[src/design/siof_pkg.sv]
package siof_pkg;

   localparam int RANGE_W = 16;
   localparam int CLASS_W = 2;
   localparam int INTEN_W = 16;

   // range class codes
   localparam logic [CLASS_W-1:0] CLASS_FINITE = 2'd0;
   localparam logic [CLASS_W-1:0] CLASS_INF    = 2'd1;

   // csr register indexes
   localparam logic [1:0] CSR_THRESHOLD = 2'd0;
   localparam logic [1:0] CSR_MIN_RANGE = 2'd1;
   localparam logic [1:0] CSR_MAX_RANGE = 2'd2;

   localparam logic [RANGE_W-1:0] THRESHOLD_RST = 16'd100;
   localparam logic [RANGE_W-1:0] MIN_RANGE_RST = 16'd0;
   localparam logic [RANGE_W-1:0] MAX_RANGE_RST = 16'd65534;

   localparam int QUEUE_DEPTH = 4;
   localparam int QUEUE_PTR_W = $clog2(QUEUE_DEPTH);
   localparam int QUEUE_CNT_W = $clog2(QUEUE_DEPTH + 1);

   // one queue entry: the filtered held sample and/or the flushed last sample
   typedef struct packed {
      logic               has_held;
      logic [RANGE_W-1:0] held_range;
      logic [CLASS_W-1:0] held_class;
      logic [INTEN_W-1:0] held_inten;
      logic               has_last;
      logic [RANGE_W-1:0] last_range;
      logic [CLASS_W-1:0] last_class;
      logic [INTEN_W-1:0] last_inten;
   } siof_entry_type;

   typedef struct packed {
      logic           empty;
      siof_entry_type head;
   } siof_queue_status_type;

   // neighbor test: infinite always differs, nan (or code 3) never does
   function automatic logic differs(input logic [RANGE_W-1:0] cur,
                                    input logic [RANGE_W-1:0] nr,
                                    input logic [CLASS_W-1:0] nc,
                                    input logic [RANGE_W-1:0] thr);
      logic [RANGE_W-1:0] d;
      d = (cur > nr) ? (cur - nr) : (nr - cur);
      if (nc == CLASS_INF) begin
         return 1'b1;
      end else if (nc != CLASS_FINITE) begin
         return 1'b0;
      end else begin
         return d > thr;
      end
   endfunction

endpackage

[src/design/siof_front.sv]
module siof_front (
   input  logic                            clock,
   input  logic                            reset,
   input  logic                            accept,
   input  logic [siof_pkg::RANGE_W-1:0]    in_range,
   input  logic [siof_pkg::CLASS_W-1:0]    in_class,
   input  logic [siof_pkg::INTEN_W-1:0]    in_inten,
   input  logic                            in_last,
   input  logic                            csr_we,
   input  logic [1:0]                      csr_index,
   input  logic [siof_pkg::RANGE_W-1:0]    csr_wdata,
   output logic                            push,
   output siof_pkg::siof_entry_type        push_entry
);

   logic [siof_pkg::RANGE_W-1:0] thr_ff, min_ff, max_ff;
   logic [siof_pkg::RANGE_W-1:0] held_range_ff, held_range_in;
   logic [siof_pkg::CLASS_W-1:0] held_class_ff, held_class_in;
   logic [siof_pkg::INTEN_W-1:0] held_inten_ff, held_inten_in;
   logic                         held_first_ff, held_first_in;
   logic                         holding_ff, holding_in;
   logic [siof_pkg::RANGE_W-1:0] prior_range_ff, prior_range_in;
   logic [siof_pkg::CLASS_W-1:0] prior_class_ff, prior_class_in;

   logic                         remove;
   logic [siof_pkg::CLASS_W-1:0] oc;
   logic [siof_pkg::RANGE_W-1:0] orange;

   always_ff @(posedge clock) begin
      if (reset) begin
         thr_ff <= siof_pkg::THRESHOLD_RST;
         min_ff <= siof_pkg::MIN_RANGE_RST;
         max_ff <= siof_pkg::MAX_RANGE_RST;
      end else if (csr_we) begin
         case (csr_index)
            siof_pkg::CSR_THRESHOLD: thr_ff <= csr_wdata;
            siof_pkg::CSR_MIN_RANGE: min_ff <= csr_wdata;
            siof_pkg::CSR_MAX_RANGE: max_ff <= csr_wdata;
            default: ;
         endcase
      end
   end

   always_comb begin
      remove = !held_first_ff && (held_class_ff == siof_pkg::CLASS_FINITE) &&
               (held_range_ff >= min_ff) && (held_range_ff <= max_ff) &&
               siof_pkg::differs(held_range_ff, prior_range_ff, prior_class_ff, thr_ff) &&
               siof_pkg::differs(held_range_ff, in_range, in_class, thr_ff);
      oc     = remove ? siof_pkg::CLASS_INF : held_class_ff;
      orange = (oc == siof_pkg::CLASS_FINITE) ? held_range_ff : '0;

      push = accept && (holding_ff || in_last);
      push_entry.has_held   = holding_ff;
      push_entry.held_range = orange;
      push_entry.held_class = oc;
      push_entry.held_inten = remove ? '0 : held_inten_ff;
      push_entry.has_last   = in_last;
      push_entry.last_range = (in_class == siof_pkg::CLASS_FINITE) ? in_range : '0;
      push_entry.last_class = in_class;
      push_entry.last_inten = in_inten;

      held_range_in  = held_range_ff;
      held_class_in  = held_class_ff;
      held_inten_in  = held_inten_ff;
      held_first_in  = held_first_ff;
      holding_in     = holding_ff;
      prior_range_in = prior_range_ff;
      prior_class_in = prior_class_ff;

      if (accept) begin
         if (holding_ff) begin
            prior_range_in = orange;
            prior_class_in = oc;
            held_first_in  = 1'b0;
            if (in_last) begin
               holding_in = 1'b0;
            end else begin
               held_range_in = in_range;
               held_class_in = in_class;
               held_inten_in = in_inten;
            end
         end else if (in_last) begin
            prior_range_in = push_entry.last_range;
            prior_class_in = in_class;
         end else begin
            held_range_in = in_range;
            held_class_in = in_class;
            held_inten_in = in_inten;
            held_first_in = 1'b1;
            holding_in    = 1'b1;
         end
      end
   end

   always_ff @(posedge clock) begin
      if (reset) begin
         holding_ff     <= 1'b0;
         held_first_ff  <= 1'b0;
         held_range_ff  <= '0;
         held_class_ff  <= '0;
         held_inten_ff  <= '0;
         prior_range_ff <= '0;
         prior_class_ff <= '0;
      end else begin
         holding_ff     <= holding_in;
         held_first_ff  <= held_first_in;
         held_range_ff  <= held_range_in;
         held_class_ff  <= held_class_in;
         held_inten_ff  <= held_inten_in;
         prior_range_ff <= prior_range_in;
         prior_class_ff <= prior_class_in;
      end
   end

endmodule

[src/design/siof_queue.sv]
module siof_queue (
   input  logic                             clock,
   input  logic                             reset,
   input  logic                             push,
   input  siof_pkg::siof_entry_type         push_entry,
   input  logic                             pop,
   output logic                             full,
   output siof_pkg::siof_queue_status_type  status
);

   siof_pkg::siof_entry_type             mem_ff [siof_pkg::QUEUE_DEPTH];
   logic [siof_pkg::QUEUE_PTR_W-1:0]     wr_ptr_ff, rd_ptr_ff;
   logic [siof_pkg::QUEUE_CNT_W-1:0]     count_ff, count_in;

   assign full         = (count_ff == siof_pkg::QUEUE_CNT_W'(siof_pkg::QUEUE_DEPTH));
   assign status.empty = (count_ff == '0);
   assign status.head  = mem_ff[rd_ptr_ff];

   always_comb begin
      count_in = count_ff;
      if (push && !pop) begin
         count_in = count_ff + 1'b1;
      end else if (pop && !push) begin
         count_in = count_ff - 1'b1;
      end
   end

   always_ff @(posedge clock) begin
      if (push) begin
         mem_ff[wr_ptr_ff] <= push_entry;
      end
   end

   always_ff @(posedge clock) begin
      if (reset) begin
         wr_ptr_ff <= '0;
         rd_ptr_ff <= '0;
         count_ff  <= '0;
      end else begin
         if (push) begin
            wr_ptr_ff <= wr_ptr_ff + 1'b1;
         end
         if (pop) begin
            rd_ptr_ff <= rd_ptr_ff + 1'b1;
         end
         count_ff <= count_in;
      end
   end

endmodule

[src/design/siof_back.sv]
module siof_back (
   input  logic                             clock,
   input  logic                             reset,
   input  siof_pkg::siof_queue_status_type  status,
   output logic                             pop,
   output logic                             rsp_tvalid,
   input  logic                             rsp_tready,
   output logic [31:0]                      rsp_tdata,
   output logic [1:0]                       rsp_tuser,
   output logic                             rsp_tlast
);

   logic phase_ff, phase_in;
   logic held_part;
   logic take;

   always_comb begin
      held_part  = status.head.has_held && !phase_ff;
      rsp_tvalid = !status.empty;
      take       = rsp_tvalid && rsp_tready;
      if (held_part) begin
         rsp_tdata = {status.head.held_inten, status.head.held_range};
         rsp_tuser = status.head.held_class;
         rsp_tlast = 1'b0;
      end else begin
         rsp_tdata = {status.head.last_inten, status.head.last_range};
         rsp_tuser = status.head.last_class;
         rsp_tlast = 1'b1;
      end
      // a held plus last entry goes out in two beats
      pop      = 1'b0;
      phase_in = phase_ff;
      if (take) begin
         if (held_part && status.head.has_last) begin
            phase_in = 1'b1;
         end else begin
            pop      = 1'b1;
            phase_in = 1'b0;
         end
      end
   end

   always_ff @(posedge clock) begin
      if (reset) begin
         phase_ff <= 1'b0;
      end else begin
         phase_ff <= phase_in;
      end
   end

endmodule

[src/design/scan_isolated_outlier_filter.sv]
// Isolated point removal for a laser scan. Range samples come in order, one
// request per cycle; each result is the filtered sample one position behind
// the input, and the final sample of a scan (tlast) is flushed right after
// its predecessor, so a last sample can produce two results. An interior
// finite sample inside [min, max] is replaced by infinite with intensity 0
// when it differs by more than the threshold from both the filtered previous
// sample and the raw next one (infinite neighbor: differs; nan: never).
// Rate: one request per cycle while not full; the output side drains one
// result per cycle while rsp_tready is high, so a scan of N samples takes N
// output beats. A 4-entry queue between the classifier and output expander
// absorbs the extra beat of a flush and output stalls; req_tready drops
// only when it is full. Config writes (csr_*) take effect on the next cycle.
module scan_isolated_outlier_filter (
   input  logic        clock,
   input  logic        reset,
   input  logic        req_tvalid,
   output logic        req_tready,
   input  logic [31:0] req_tdata,   // [15:0] range_mm, [31:16] intensity
   input  logic [1:0]  req_tuser,   // [1:0] range_class
   input  logic        req_tlast,   // last_in_scan
   output logic        rsp_tvalid,
   input  logic        rsp_tready,
   output logic [31:0] rsp_tdata,   // [15:0] out_range_mm, [31:16] out_intensity
   output logic [1:0]  rsp_tuser,   // [1:0] out_range_class
   output logic        rsp_tlast,   // out_last_in_scan
   input  logic        csr_we,
   input  logic [1:0]  csr_index,
   input  logic [15:0] csr_wdata
);

   logic                            accept;
   logic                            full;
   logic                            push;
   logic                            pop;
   siof_pkg::siof_entry_type        push_entry;
   siof_pkg::siof_queue_status_type status;

   assign req_tready = !full;
   assign accept     = req_tvalid && req_tready;

   // front: holds one sample, decides removal once its successor shows up
   siof_front u_front (
      .clock      (clock),
      .reset      (reset),
      .accept     (accept),
      .in_range   (req_tdata[15:0]),
      .in_class   (req_tuser),
      .in_inten   (req_tdata[31:16]),
      .in_last    (req_tlast),
      .csr_we     (csr_we),
      .csr_index  (csr_index),
      .csr_wdata  (csr_wdata),
      .push       (push),
      .push_entry (push_entry)
   );

   siof_queue u_queue (
      .clock      (clock),
      .reset      (reset),
      .push       (push),
      .push_entry (push_entry),
      .pop        (pop),
      .full       (full),
      .status     (status)
   );

   // back: expands each entry into one or two result beats
   siof_back u_back (
      .clock      (clock),
      .reset      (reset),
      .status     (status),
      .pop        (pop),
      .rsp_tvalid (rsp_tvalid),
      .rsp_tready (rsp_tready),
      .rsp_tdata  (rsp_tdata),
      .rsp_tuser  (rsp_tuser),
      .rsp_tlast  (rsp_tlast)
   );

endmodule
[config.mk]
export PLATFORM = sky130hd
export DESIGN_NAME = scan_isolated_outlier_filter
export DESIGN_NICKNAME = d
export VERILOG_FILES = /design/src/design/siof_pkg.sv /design/src/design/siof_front.sv /design/src/design/siof_queue.sv /design/src/design/siof_back.sv /design/src/design/scan_isolated_outlier_filter.sv
export SDC_FILE = /design/constraint.sdc
export NUM_CORES = 1
export LEC_CHECK = 0
export BUFFER_PORTS_ARGS = -buffer_cell sky130_fd_sc_hd__buf_4
export CORE_ASPECT_RATIO = 2
export CORE_MARGIN = 4
export CORE_UTILIZATION = 50
export CTS_CLUSTER_DIAMETER = 40
export CTS_CLUSTER_SIZE = 24
export DETAILED_ROUTE_END_ITERATION = 8
export PLACE_DENSITY = 0.75
export SLEW_MARGIN = 20
export SYNTH_ARGS = -nofsm -noshare
export SYNTH_HDL_FRONTEND = slang
export SYNTH_SLANG_ARGS = --single-unit
[constraint.sdc]
create_clock -name clock -period 9.4 [get_ports clock]
set_input_delay 0.47 -clock clock [delete_from_list [all_inputs] [get_ports clock]]
set_output_delay 0.47 -clock clock [all_outputs]
set_load 0.05 [all_outputs]
Word level (Yosys, flattened, before mapping)
Memory sizes are Yosys's and may differ from the RTL's. A register that Yosys moved wholly into a read port is not among the register bits.
Index checks and enable logic that the tools add are counted.
{"block": "word_totals", "regBits": 110, "latch_bits": 0, "ram_bits": 280, "mem_bits_ro": 0, "input_bits": 58, "out_inout_bits": 37, "elab_cells": 99, "memories": 1}
{"block": "op_classes", "add_sub_neg": 8, "n_mul": 0, "n_div": 0, "n_lt_le_gt_ge": 6, "n_eq_ne": 6, "shifts": 0, "n_mux": 29, "bitwise_logic": 1, "n_reduce_logical": 34}
{"name": "u_queue.mem_ff", "words": 4, "word_bits": 70, "read_ports": 1, "rd_ports_with_merged_regs": 1, "wr": 1, "line": "siof_queue.sv:11", "source": "siof_pkg::siof_entry_type mem_ff [siof_pkg::QUEUE_DEPTH];"}
{"operator": "16-bit 2-to-1 mux", "n": 7}
{"operator": "16-bit greater-than comparator", "n": 4}
{"operator": "16-bit subtractor", "n": 4}
{"operator": "32-bit 2-to-1 mux", "n": 1}
{"operator": "16-bit greater-or-equal comparator", "n": 1}
{"operator": "16-bit <= comparator", "n": 1}
{"operator": "1-bit 2-to-1 mux", "n": 13}
{"operator": "1-bit logical AND", "n": 12}
{"operator": "2-bit 2-to-1 mux", "n": 6}
{"operator": "2-bit AND reduction", "n": 6}
{"operator": "2-bit logical NOT", "n": 4}
{"operator": "2-bit nonzero test", "n": 4}
{"operator": "2-bit by 1-bit equality test with 1-bit output, second input constant", "n": 3}
{"operator": "1-bit logical NOT", "n": 6}
{"operator": "3-bit 2-to-1 mux", "n": 2}
{"operator": "2-bit by 1-bit adder with 2-bit output, second input constant", "n": 2}
{"operator": "3-bit by 1-bit adder with 3-bit output, second input constant", "n": 1}
{"operator": "3-bit equality test, second input constant", "n": 1}
{"operator": "3-bit logical NOT", "n": 1}
{"operator": "3-bit by 1-bit subtractor with 3-bit output, second input constant", "n": 1}
{"operator": "2-bit equality test, second input constant", "n": 1}
{"operator": "2-bit by 1-bit inequality test with 1-bit output, second input constant", "n": 1}
{"operator": "1-bit logical OR", "n": 1}
{"operator": "1-bit inverter", "n": 1}

Depth between registers and ports, before layout
Gate-level depths: netlist of the first run.
{"block": "depth", "word_depth": 11, "depth_mapped": 25, "mapped_depth_nobuf": 22}

By module
A second synthesis of the first run with hierarchy kept.
{"block": "unflattened", "cells_unflattened": 1654, "hier_area_um2": 20191.9}
{"module": "siof_queue", "instances": 1, "cells_each": 410, "area_per_inst_um2": 10603.9, "seq_area_each_um2": 8588.2}
{"module": "siof_front", "instances": 1, "cells_each": 1195, "area_per_inst_um2": 8932.3, "seq_area_each_um2": 2042.0}
{"module": "siof_back", "instances": 1, "cells_each": 47, "area_per_inst_um2": 645.6, "seq_area_each_um2": 20.0}
{"module": "scan_isolated_outlier_filter", "instances": 1, "cells_each": 2, "area_per_inst_um2": 10.0, "seq_area_each_um2": 0.0}

Worst setup path after synthesis of the first run
No wires, ideal clock.
{"block": "synth_path", "path_type": "register to register", "startpoint": "reg u_queue.count_ff[0] (netlist bit)", "endpoint": "mem u_queue.mem_ff[0][0] (netlist bit) (enable)", "setup_time_ps": 507, "arrival_time_ps": 4645, "t_required_ps": 8893, "path_slack_ps": 4248, "path_stages_with_launch": 8, "path_buffers": 2, "synth_period_minus_slack_ps": 5152, "path_cell_list": "dfxtp_1 -> nor2_1 -> nand2_1 -> and2_1 -> clkbuf_1 -> o21ai_0 -> clkbuf_1 -> nor2b_1"}
{"block": "synth_via", "elab_chain_cells": 6}
{"item": "from (decl)", "line": "siof_queue.sv:13", "source": "logic [siof_pkg::QUEUE_CNT_W-1:0] count_ff, count_in;"}
{"item": "from (signal assigned)", "line": "siof_queue.sv:46", "source": "count_ff <= count_in;"}
{"item": "3-bit equality test", "line": "siof_queue.sv:15", "source": "assign full = (count_ff == siof_pkg::QUEUE_CNT_W'(siof_pkg::QUEUE_DEPTH));"}
{"item": "1-bit logical NOT", "line": "scan_isolated_outlier_filter.sv:38", "source": "assign req_tready = !full;"}
{"item": "net req_tready", "line": "scan_isolated_outlier_filter.sv:17", "source": "output logic req_tready,"}
{"item": "1-bit logical AND", "line": "scan_isolated_outlier_filter.sv:39", "source": "assign accept = req_tvalid && req_tready;"}
{"item": "1-bit logical AND", "line": "siof_front.sv:52", "source": "push = accept && (holding_ff || in_last);"}
{"item": "1-bit 2-to-1 mux", "line": "siof_queue.sv:29", "source": "if (push) begin"}
{"item": "1-bit 2-to-1 mux (implied by the code)", "line": "siof_queue.sv:30", "source": "mem_ff[wr_ptr_ff] <= push_entry;"}
{"item": "to (decl)", "line": "siof_queue.sv:11"}
The timed path passes the listed nets, and every way through them passes these cells.

==> flow_summary.toml, run 1 <==
[logic_synthesis]
ys_seq_area_share_pct = 54.1
synth_top_flop_cell = "edfxtp_1"
yosys_warnings = 0
ys_top_cells_by_count = "280 x edfxtp_1, 164 x nand2_1, 133 x a21oi_1"
syn_area_per_cell_sq_um = 12.2
ys_types = 65
synth_edf_count = 280
synth_top_cell_by_area = "edfxtp_1"
synth_fp_nets = 1812
synth_most_common_cell = "edfxtp_1"
ys_ff_latch = 392
synth-async-reset-ratio_pct = 0
synth_area_sq_mm = 0.0197
synthCells = 1618
synth_area_leaders = "edfxtp_1 43%, dfxtp_1 11%, ha_1 8.3%"
yosys.area.top_type_share_pct = 42.7

[route]
wl_per_cell_microns = 22.6
drtIter0Drc = 862
antenna_left = 0
first_pass_iters = 7
via_per_inst = 5.98
routed_wl_microns = 50100
drc_errors = 0
vias = 13224

[global_routing]
grt_pass1_wl_microns = 76600
antenna_found_initial = 0
grt_use_total_pct = 23.2
grt_max_degree = 74
grt_pass1_vias = 13643
globalRoute.totalOverflow = 0

[clock_network]
clock_sinks = 392
ctsResizeCount = 0
cts.htree.levels = 1
clk_pin_slew_ns = 0.10
cts_setup_buffers = 0
cts_tree = "built"
cts_hold_buf = 0
cts_buffers = 27
clk_latency_ns = 0.61
root_buffer = "clkbuf_16"
cts_buffer_depth = 3

[floorplanning]
die_area_sq_mm = 0.0428
io_pins = 95
core_area_sq_mm = 0.0388
die_h_microns = 289
core.rowCount = 102
die_w_microns = 148
start_util_pct = 50.8

[power]
cellLeakagePower_nw = 8.30
power_density_mw_per_mm2 = 256
worst_ir_drop_vdd_mv = 0.139

[sta]
whs_ns = 0.0705
worst_slew_pin_slew_ns = 1.13
rsz0062_at_grt = "no"
post-route-period-util_pct = 64.5
tns_ns = 0
setup_viol = 0
fin_skew_ns = 0.0381
slew_headroom_pct = 24.6
fmax_ghz = 0.165
drv_slew = 0
hold_viol_final = 0
finalCriticalPeriod_ns = 6.06

[place]
place_hpwl_microns = 34800
gp_congestion = 1.05
dpl.cell_count = 2162
numPortBuffers = 94

[finish]
nets = 1865
instances_no_fill = 2212
syn2layout_area_growth_pct = 11.0
antenna_cells = 0
drive_gt1_share_pct = 17.3

[min_path]
worstHoldPathType = "primary input to register"

[run_status]
outcome = "finished, final reports clean"

[setup_path]
start_kind = "register"
path_max_fanout = 35
critPathCaptureType = "register"
required_ns = 9.71
crit_type = "register to register"
crit_arrival_ns = 6.37

[job]
drv_cap = 0
[registers in the layout (all words and copies together), names as in the netlist, named ones only]
name                    flops
u_front.held_range_ff      16
u_front.min_ff             16
u_front.held_inten_ff      16
u_front.thr_ff             16
u_front.prior_class_ff      2
u_front.holding_ff          1
u_front.prior_range_ff     16
u_queue.mem_ff            280
u_front.held_first_ff       1
u_queue.rd_ptr_ff           2
u_queue.wr_ptr_ff           2
u_queue.count_ff            3
u_front.max_ff             16
u_front.held_class_ff       2
u_back.phase_ff             1
[cells by family (layout without fill, tap and decap cells)]
kind of cell,after synthesis,count (layout),share of synthesized area (%)
fa+ha+maj,136,136,8.83
flops,392,392,54.1
compound gates,341,341,11.4
xor+xnor,31,31,1.38
mux,124,124,11.0
buf+inv,211,285,4.20
simple gates,383,383,9.15
[routing by layer]
metal  track usage [%]  up-vias  share of wire, %
met1              24.9     6486                35
met5                 0        -                 0
met2              43.8      502                54
li1                  -     6084                 -
met4              12.7        0               5.9
met3              2.40      152               4.6
[path summary, 6_finish.rpt]
check / start / to / slack [ns] / cells after the start
worst max-delay path: u_front.held_range_ff[0] / u_queue.mem_ff[0][62] / 3.34 / 24
worst min-delay path: req_tdata[26] / u_queue.mem_ff[2][10] / 0.07 / 1
worst max register to register: u_front.held_range_ff[0] / u_queue.mem_ff[0][62] / 3.34 / 24
worst min register to register: u_front.min_ff[2] / u_front.min_ff[2] / 0.46 / 2
[critical path, cell delays in order (launching register included)]
cell	delay (ns)
dfxtp_1	0.37
inv_1	0.17
ha_1	0.17
inv_1	0.06
fa_1	0.44
a21oi_1	0.19
o211ai_1	0.18
o21ai_1	0.31
a21o_1	0.61
mux2i_1	0.21
a31o_1	0.31
a211oi_2	0.31
o221ai_1	0.17
xor2_1	0.17
ha_1	0.31
nand3_1	0.12
nor3_1	0.23
o21ai_0	0.12
a21oi_1	0.14
nor2_1	0.07
a21oi_1	0.14
buf_4	0.25
nand4_1	0.11
buf_4	0.30
and3_1	0.29
[through the flow]
stage / total power [mW] / setup slack (ns) / instance area (sq um) / utilization [%]
2_1_floorplan: 3.75 / 4.25 / 19700 / -
3_3_place_gp: 4.32 / 3.65 / 20900 / 53.9
3_5_place_dp: 4.36 / 3.52 / 20900 / 53.9
4_1_cts: 5.63 / 3.47 / 21900 / 56.4
5_1_grt: 5.87 / 2.98 / 21900 / 56.4
6_report: 5.60 / 3.34 / 21900 / 56.4
[power by group]
part	total (mW)	internal (mW)	switching, mW
clock	1.27	0.606	0.660
sequential	2.05	1.98	0.0628
combinational	2.29	0.899	1.39
total	5.60	3.49	2.11
[final cells by class]
cell class                 instances  area, sq um
tap                              520          651
timing repair buffer             117          878
sequential                       392        10700
multi-input combinational       1015         8280
clock buffer                      31          691
inverter                         118          443
clock inverter                    19          267
fill                            3254        16900
[placed cells by master, fill, tap and decap left out, types with 17 or more instances in the layout]
cell type | Yosys | final
nand4_1 | 20 | 20
a211o_1 | 19 | 19
edfxtp_1 | 280 | 280
ha_1 | 131 | 131
mux4_2 | 70 | 70
mux2_2 | 36 | 36
dfxtp_1 | 112 | 110
a221oi_1 | 17 | 17
buf_4 | 0 | 117
nor3_1 | 26 | 26
clkbuf_16 | 0 | 27
nand2_1 | 164 | 164
nor2_1 | 60 | 59
nand3_1 | 28 | 28
a21o_1 | 47 | 47
inv_1 | 118 | 118
a21oi_1 | 133 | 132
and3_1 | 20 | 20
and2_1 | 21 | 21
o21ai_0 | 40 | 39
(Power assumes the default switching activity.)
==> inputs of run 2 (changes only) <==
PLACE_DENSITY = 0.78   (was 0.75)
clock period = 4.9 ns   (was 9.4 ns; I/O delays follow)
==> run 2 against run 1 <==
- the run now ends with setup timing left
- non-clock buffer count is 193 higher
- clock-buffer cell count up 2
- worst hold slack got worse by 0.027 ns
- worst setup slack worse by 3.5 ns
- first-iteration DRC count is 19% higher
- largest power group unchanged
- sequential share of layout area is 4.7 points lower
- critical path depth unchanged
==> flow_summary.toml, run 2 (synthesis gave the netlist of run 1 again) <==
[run_status]
outcome = "finished with violations"
violations = "setup timing"

[global_routing]
grt_max_degree = 71
grt_use_total_pct = 25.0
globalRoute.totalOverflow = 0
grt_pass1_wl_microns = 82500
antenna_found_initial = 0
grt_pass1_vias = 15042

[sta]
slew_headroom_pct = 28.9
fmax_ghz = 0.199
setup_viol = 148
worst_slew_pin_slew_ns = 1.07
hold_viol_final = 0
drv_slew = 0
fin_skew_ns = 0.0300
finalCriticalPeriod_ns = 5.02
post-route-period-util_pct = 102
layout_setup_ws_ns = -0.120
rsz0062_at_grt = "yes"

[route]
wl_per_cell_microns = 22.7
routed_wl_microns = 54800
drtIter0Drc = 1028
via_per_inst = 5.89
antenna_left = 0
first_pass_iters = 6
vias = 14198
drc_errors = 0

[power]
worst_ir_drop_vdd_mv = 0.265
power_density_mw_per_mm2 = 486
cellLeakagePower_nw = 9.41

[finish]
instances_no_fill = 2412
top_register = "u_queue.mem_ff"
nFillCells = 3007
nets = 2062
seq_area_sq_mm = 0.0107
antenna_cells = 0
syn2layout_area_growth_pct = 22.8
largest_reg_flops = 280
mostFrequentLayoutCell = "edfxtp_1"
layout_common_cells = "280 x edfxtp_1, 248 x buf_4, 163 x nand2_1"
drive_gt1_share_pct = 27.8
utilization_pct = 62.4
multiInputGateArea_sq_mm = 0.00872

[place]
dpl.cell_count = 2289
numPortBuffers = 94
place_hpwl_microns = 36800
gp_congestion = 1.04

[floorplanning]
die_w_microns = 148
die_area_sq_mm = 0.0428
core.rowCount = 102
core_area_sq_mm = 0.0388
start_util_pct = 50.8
io_pins = 95
die_h_microns = 289

[clock_network]
root_buffer = "clkbuf_16"
cts_buffer_depth = 3
cts_buffers = 30
cts_tree = "built"
clk_latency_ns = 0.61
cts.htree.levels = 1
clock_sinks = 392
clk_pin_slew_ns = 0.08

[setup_path]
path_max_fanout = 7
start_kind = "register"
critPathCaptureType = "register"
crit_type = "register to register"
crit_arrival_ns = 5.38
required_ns = 5.26

[min_path]
worstHoldPathType = "primary input to register"

[job]
drv_cap = 0
run 2: cell count changes in the layout (fill, tap and decap cells not counted), moves of 5 or more:
cell / delta
a21oi_1: -5
and2_1: -16
and2_4: +16
and3_1: -16
and3_4: +16
buf_12: +5
buf_4: +131
clkbuf_16: +6
dlygate4sd3_1: +47
ha_1: -6
inv_1: -5
inv_2: +5
run 2: timing repair:
item / 4_1_cts / 5_1_grt
setup endpoints to repair: 149 / 149
hold buffers: 47 / 0
setup buffers: 7 / 6
gates resized for setup: 66 / 42
hold endpoints to repair: 146 / 0
gates cloned: 4 / 3
pin swaps: 13 / 45
run 2: per-layer routing:
layer	global-route usage (%)	wire length (microns)
met2	47.0	29700
met4	16.3	3920
met5	0	0
met1	26.2	18600
met3	2.50	2520
run 2: where the power goes:
group | switching [mW] | internal [mW]
logic | 2.96 | 2.21
registers | 0.0975 | 3.81
clock network | 1.35 | 1.34
run 2: stage by stage:
stage               instance area, sq um  setup TNS (ns)  setup WS (ns)  hold slack (ns)  total power, mW
global placement                   21900          -62.09         -0.451            0.437             8.63
finish                             24200          -12.99         -0.120           0.0436             11.8
global route                       24200          -38.24         -0.294           0.0544             12.3
floorplan                          19700          -52.86         -0.252            0.344             7.20
CTS                                23900           -2.68        -0.0448           0.0316             11.6
detailed placement                 21900          -67.10         -0.492            0.446             8.72
run 2: layout make-up:
| cell class | count | area share [%] |
|---|---|---|
| tap | 520 | 2.69 |
| inverter | 118 | 1.83 |
| timing repair buffer | 310 | 10.9 |
| clock inverter | 23 | 1.38 |
| clock buffer | 33 | 3.15 |
| multi-input combinational | 1016 | 36.0 |
| sequential | 392 | 44.0 |
run 2: final timing paths:
check | start | endpoint | slack, ns | depth (start not counted)
max | u_front.held_range_ff[0] | u_queue.mem_ff[3][47] | -0.12 | 24
min | req_tdata[0] | u_front.held_range_ff[0] | 0.04 | 4
max reg2reg | u_front.held_range_ff[0] | u_queue.mem_ff[3][47] | -0.12 | 24
min reg2reg | u_front.min_ff[3] | u_front.min_ff[3] | 0.46 | 2
run 2: critical path, cell delays in order, from the launching register on:
cell       delay (ns)
dfxtp_2          0.34
inv_2            0.09
buf_6            0.11
ha_4             0.12
inv_2            0.04
fa_2             0.33
a21o_1           0.17
a21o_1           0.19
a21o_1           0.19
a2111o_1         0.46
a41oi_4          0.21
a21oi_4          0.16
mux2i_2          0.32
o221ai_2         0.15
xor2_2           0.18
ha_1             0.31
nand2_1          0.07
nor3_2           0.21
buf_4            0.17
o21ai_4          0.06
o211ai_1         0.12
nand4_1          0.19
buf_12           0.21
clkbuf_16        0.17
and2_4           0.17
==> inputs of run 3 (changes only) <==
CORE_MARGIN = 5   (was 4)
HOLD_SLACK_MARGIN = 0.15   (was not set)
==> run 3 against run 2 <==
- the run still ends with setup timing left
- worst hold slack better by 0.15 ns
- fmax is 2.2% higher
- clock power down 4%
- register-to-register slack better by 0.11 ns
==> flow_summary.toml, run 3 (synthesis gave the netlist of run 1 again) <==
[floorplanning]
core_area_sq_mm = 0.0392
die_h_microns = 291
die_w_microns = 150
die_area_sq_mm = 0.0437
start_util_pct = 50.3
core.rowCount = 103
io_pins = 95

[global_routing]
grt_max_degree = 76
grt_use_total_pct = 22.8
grt_pass1_vias = 13992
antenna_found_initial = 0
globalRoute.totalOverflow = 0
grt_pass1_wl_microns = 77700

[clock_network]
cts.htree.levels = 1
clock_sinks = 392
root_buffer = "clkbuf_16"
cts_buffer_depth = 3
clk_pin_slew_ns = 0.07
clk_latency_ns = 0.61
cts_buffers = 28
cts_tree = "built"

[sta]
fin_skew_ns = 0.0498
slew_headroom_pct = 24.0
finalCriticalPeriod_ns = 4.91
whs_ns = 0.194
drv_slew = 0
setup_viol = 1
post-route-period-util_pct = 100
rsz0062_at_grt = "yes"
tns_ns = -0.0109
fmax_ghz = 0.204
worst_slew_pin_slew_ns = 1.13
hold_viol_final = 0
layout_setup_ws_ns = -0.0109

[power]
power_density_mw_per_mm2 = 477
internal_power_mw = 7.22
worst_ir_drop_vdd_mv = 0.870
power.switching_mw = 4.19
switching_share_pct = 36.7
total_power_mw = 11.4
p_clk_share_pct = 22.5
p_seq_share_pct = 34.3
combinationalPowerShare_pct = 43.2
cellLeakagePower_nw = 9.21

[setup_path]
cpMostUsedCell = "a21o_1"
critPathCaptureType = "register"
required_ns = 5.38
crit_arrival_ns = 5.39
worstReg2RegStart = "u_front.held_range_ff[0]"
worstPathCellList = "inv_4, ha_4, inv_2, fa_2, a21o_1, a21o_1, a21o_1, a2111o_1, a41oi_2, a21oi_4, buf_12, mux2_1, ha_4, nor2b_1, o21a_1, o21a_1, o21ai_1, a21oi_1, o21ai_1, o211ai_1, buf_4, buf_12, a41o_1, a221oi_2"
crit_start = "u_front.held_range_ff[0]"
worst_path_max_delay_cell = "a2111o_1"
crit_path_max_incr_delay_ns = 0.46
crit_type = "register to register"
start_kind = "register"
path_max_fanout = 7

[place]
dpl-instance-area_sq_mm = 0.0216
gp_congestion = 0.946
pre_cts_ws_ns = -0.238
dpl.cell_count = 2257
numPortBuffers = 94
place_hpwl_microns = 33800

[run_status]
outcome = "finished with violations"
violations = "setup timing"

[finish]
seq_area_sq_mm = 0.0107
nets = 2026
instances_no_fill = 2379
multiInputGateArea_sq_mm = 0.00875
top_register = "u_queue.mem_ff"
largest_reg_flops = 280
mostFrequentLayoutCell = "edfxtp_1"
drive_gt1_share_pct = 26.3
fin_area_sq_mm = 0.0239
layout_common_cells = "280 x edfxtp_1, 205 x buf_4, 162 x nand2_1"
utilization_pct = 61.1
nFillCells = 3010
syn2layout_area_growth_pct = 21.5
antenna_cells = 0

[min_path]
hold_start = "req_tvalid"
worstHoldPathType = "primary input to register"

[route]
via_per_inst = 5.87
wl_per_cell_microns = 21.6
drc_errors = 0
antenna_left = 0
routed_wl_microns = 51500
vias = 13969
first_pass_iters = 6
drtIter0Drc = 1275

[job]
drv_cap = 0
[run 3: changes by cell type in the layout (fill, tap and decap cells not counted), moves of 3 or more]
| cell | change |
|---|---|
| clkinv_2 | -3 |
| inv_16 | -3 |
| buf_4 | -43 |
| a221oi_2 | +14 |
| inv_6 | +4 |
| o21ai_1 | +6 |
| a221oi_1 | -14 |
| o21ai_2 | -4 |
| dlygate4sd3_1 | +10 |
| inv_2 | -3 |
| ha_1 | +3 |
| clkbuf_16 | -3 |
[run 3: layout make-up]
class	instances	share of cell area [%]
Timing Repair Buffer	277	9.94
Sequential cell	392	44.5
Inverter	118	1.86
Multi-Input combinational cell	1015	36.6
Tap cell	525	2.75
Clock buffer	33	3.09
Clock inverter	19	1.24
[run 3: power groups by stage]
| stage | clock, mW | combinational, mW | sequential (mW) |
|---|---|---|---|
| 2_1_floorplan | 0 | 3.24 | 3.96 |
| 3_3_place_gp | 0 | 4.51 | 3.97 |
| 3_5_place_dp | 0 | 4.57 | 3.98 |
| 4_1_cts | 2.60 | 4.73 | 3.91 |
| 5_1_grt | 2.75 | 5.26 | 3.93 |
| 6_report | 2.57 | 4.92 | 3.91 |
[run 3: worst paths after layout]
check / endpoint / slack (ns) / depth (start not counted)
setup / recovery: u_front.prior_range_ff[13] / -0.01 / 24
hold / removal: u_front.held_first_ff / 0.19 / 3
setup reg to reg: u_front.prior_range_ff[13] / -0.01 / 24
hold reg to reg: u_front.min_ff[7] / 0.46 / 2
[run 3: what timing repair did]
item                       in CTS  in global routing
gates resized for setup        44                 69
hold endpoints to repair      164                  0
setup endpoints to repair     149                149
cloned                          1                  3
buffers inserted                3                  6
hold buffers                   57                  0
pin swaps                      23                 74
[run 3: critical path, delay by kind of cell (launching register included)]
family,cells,cell delay (ns)
AO/OA/AOI/OAI,14,2.67
adder cells (fa/ha/maj),3,0.73
buffers and inverters,5,0.62
flip-flops,1,0.34
multiplexers,1,0.34
AND/OR/NAND/NOR,1,0.12
[run 3: metal layers]
layer / routed length, microns / track usage (%)
met1: 20000 / 29.6
met2: 25900 / 38.2
met3: 3540 / 3.37
met4: 2060 / 8.87
met5: 0 / 0
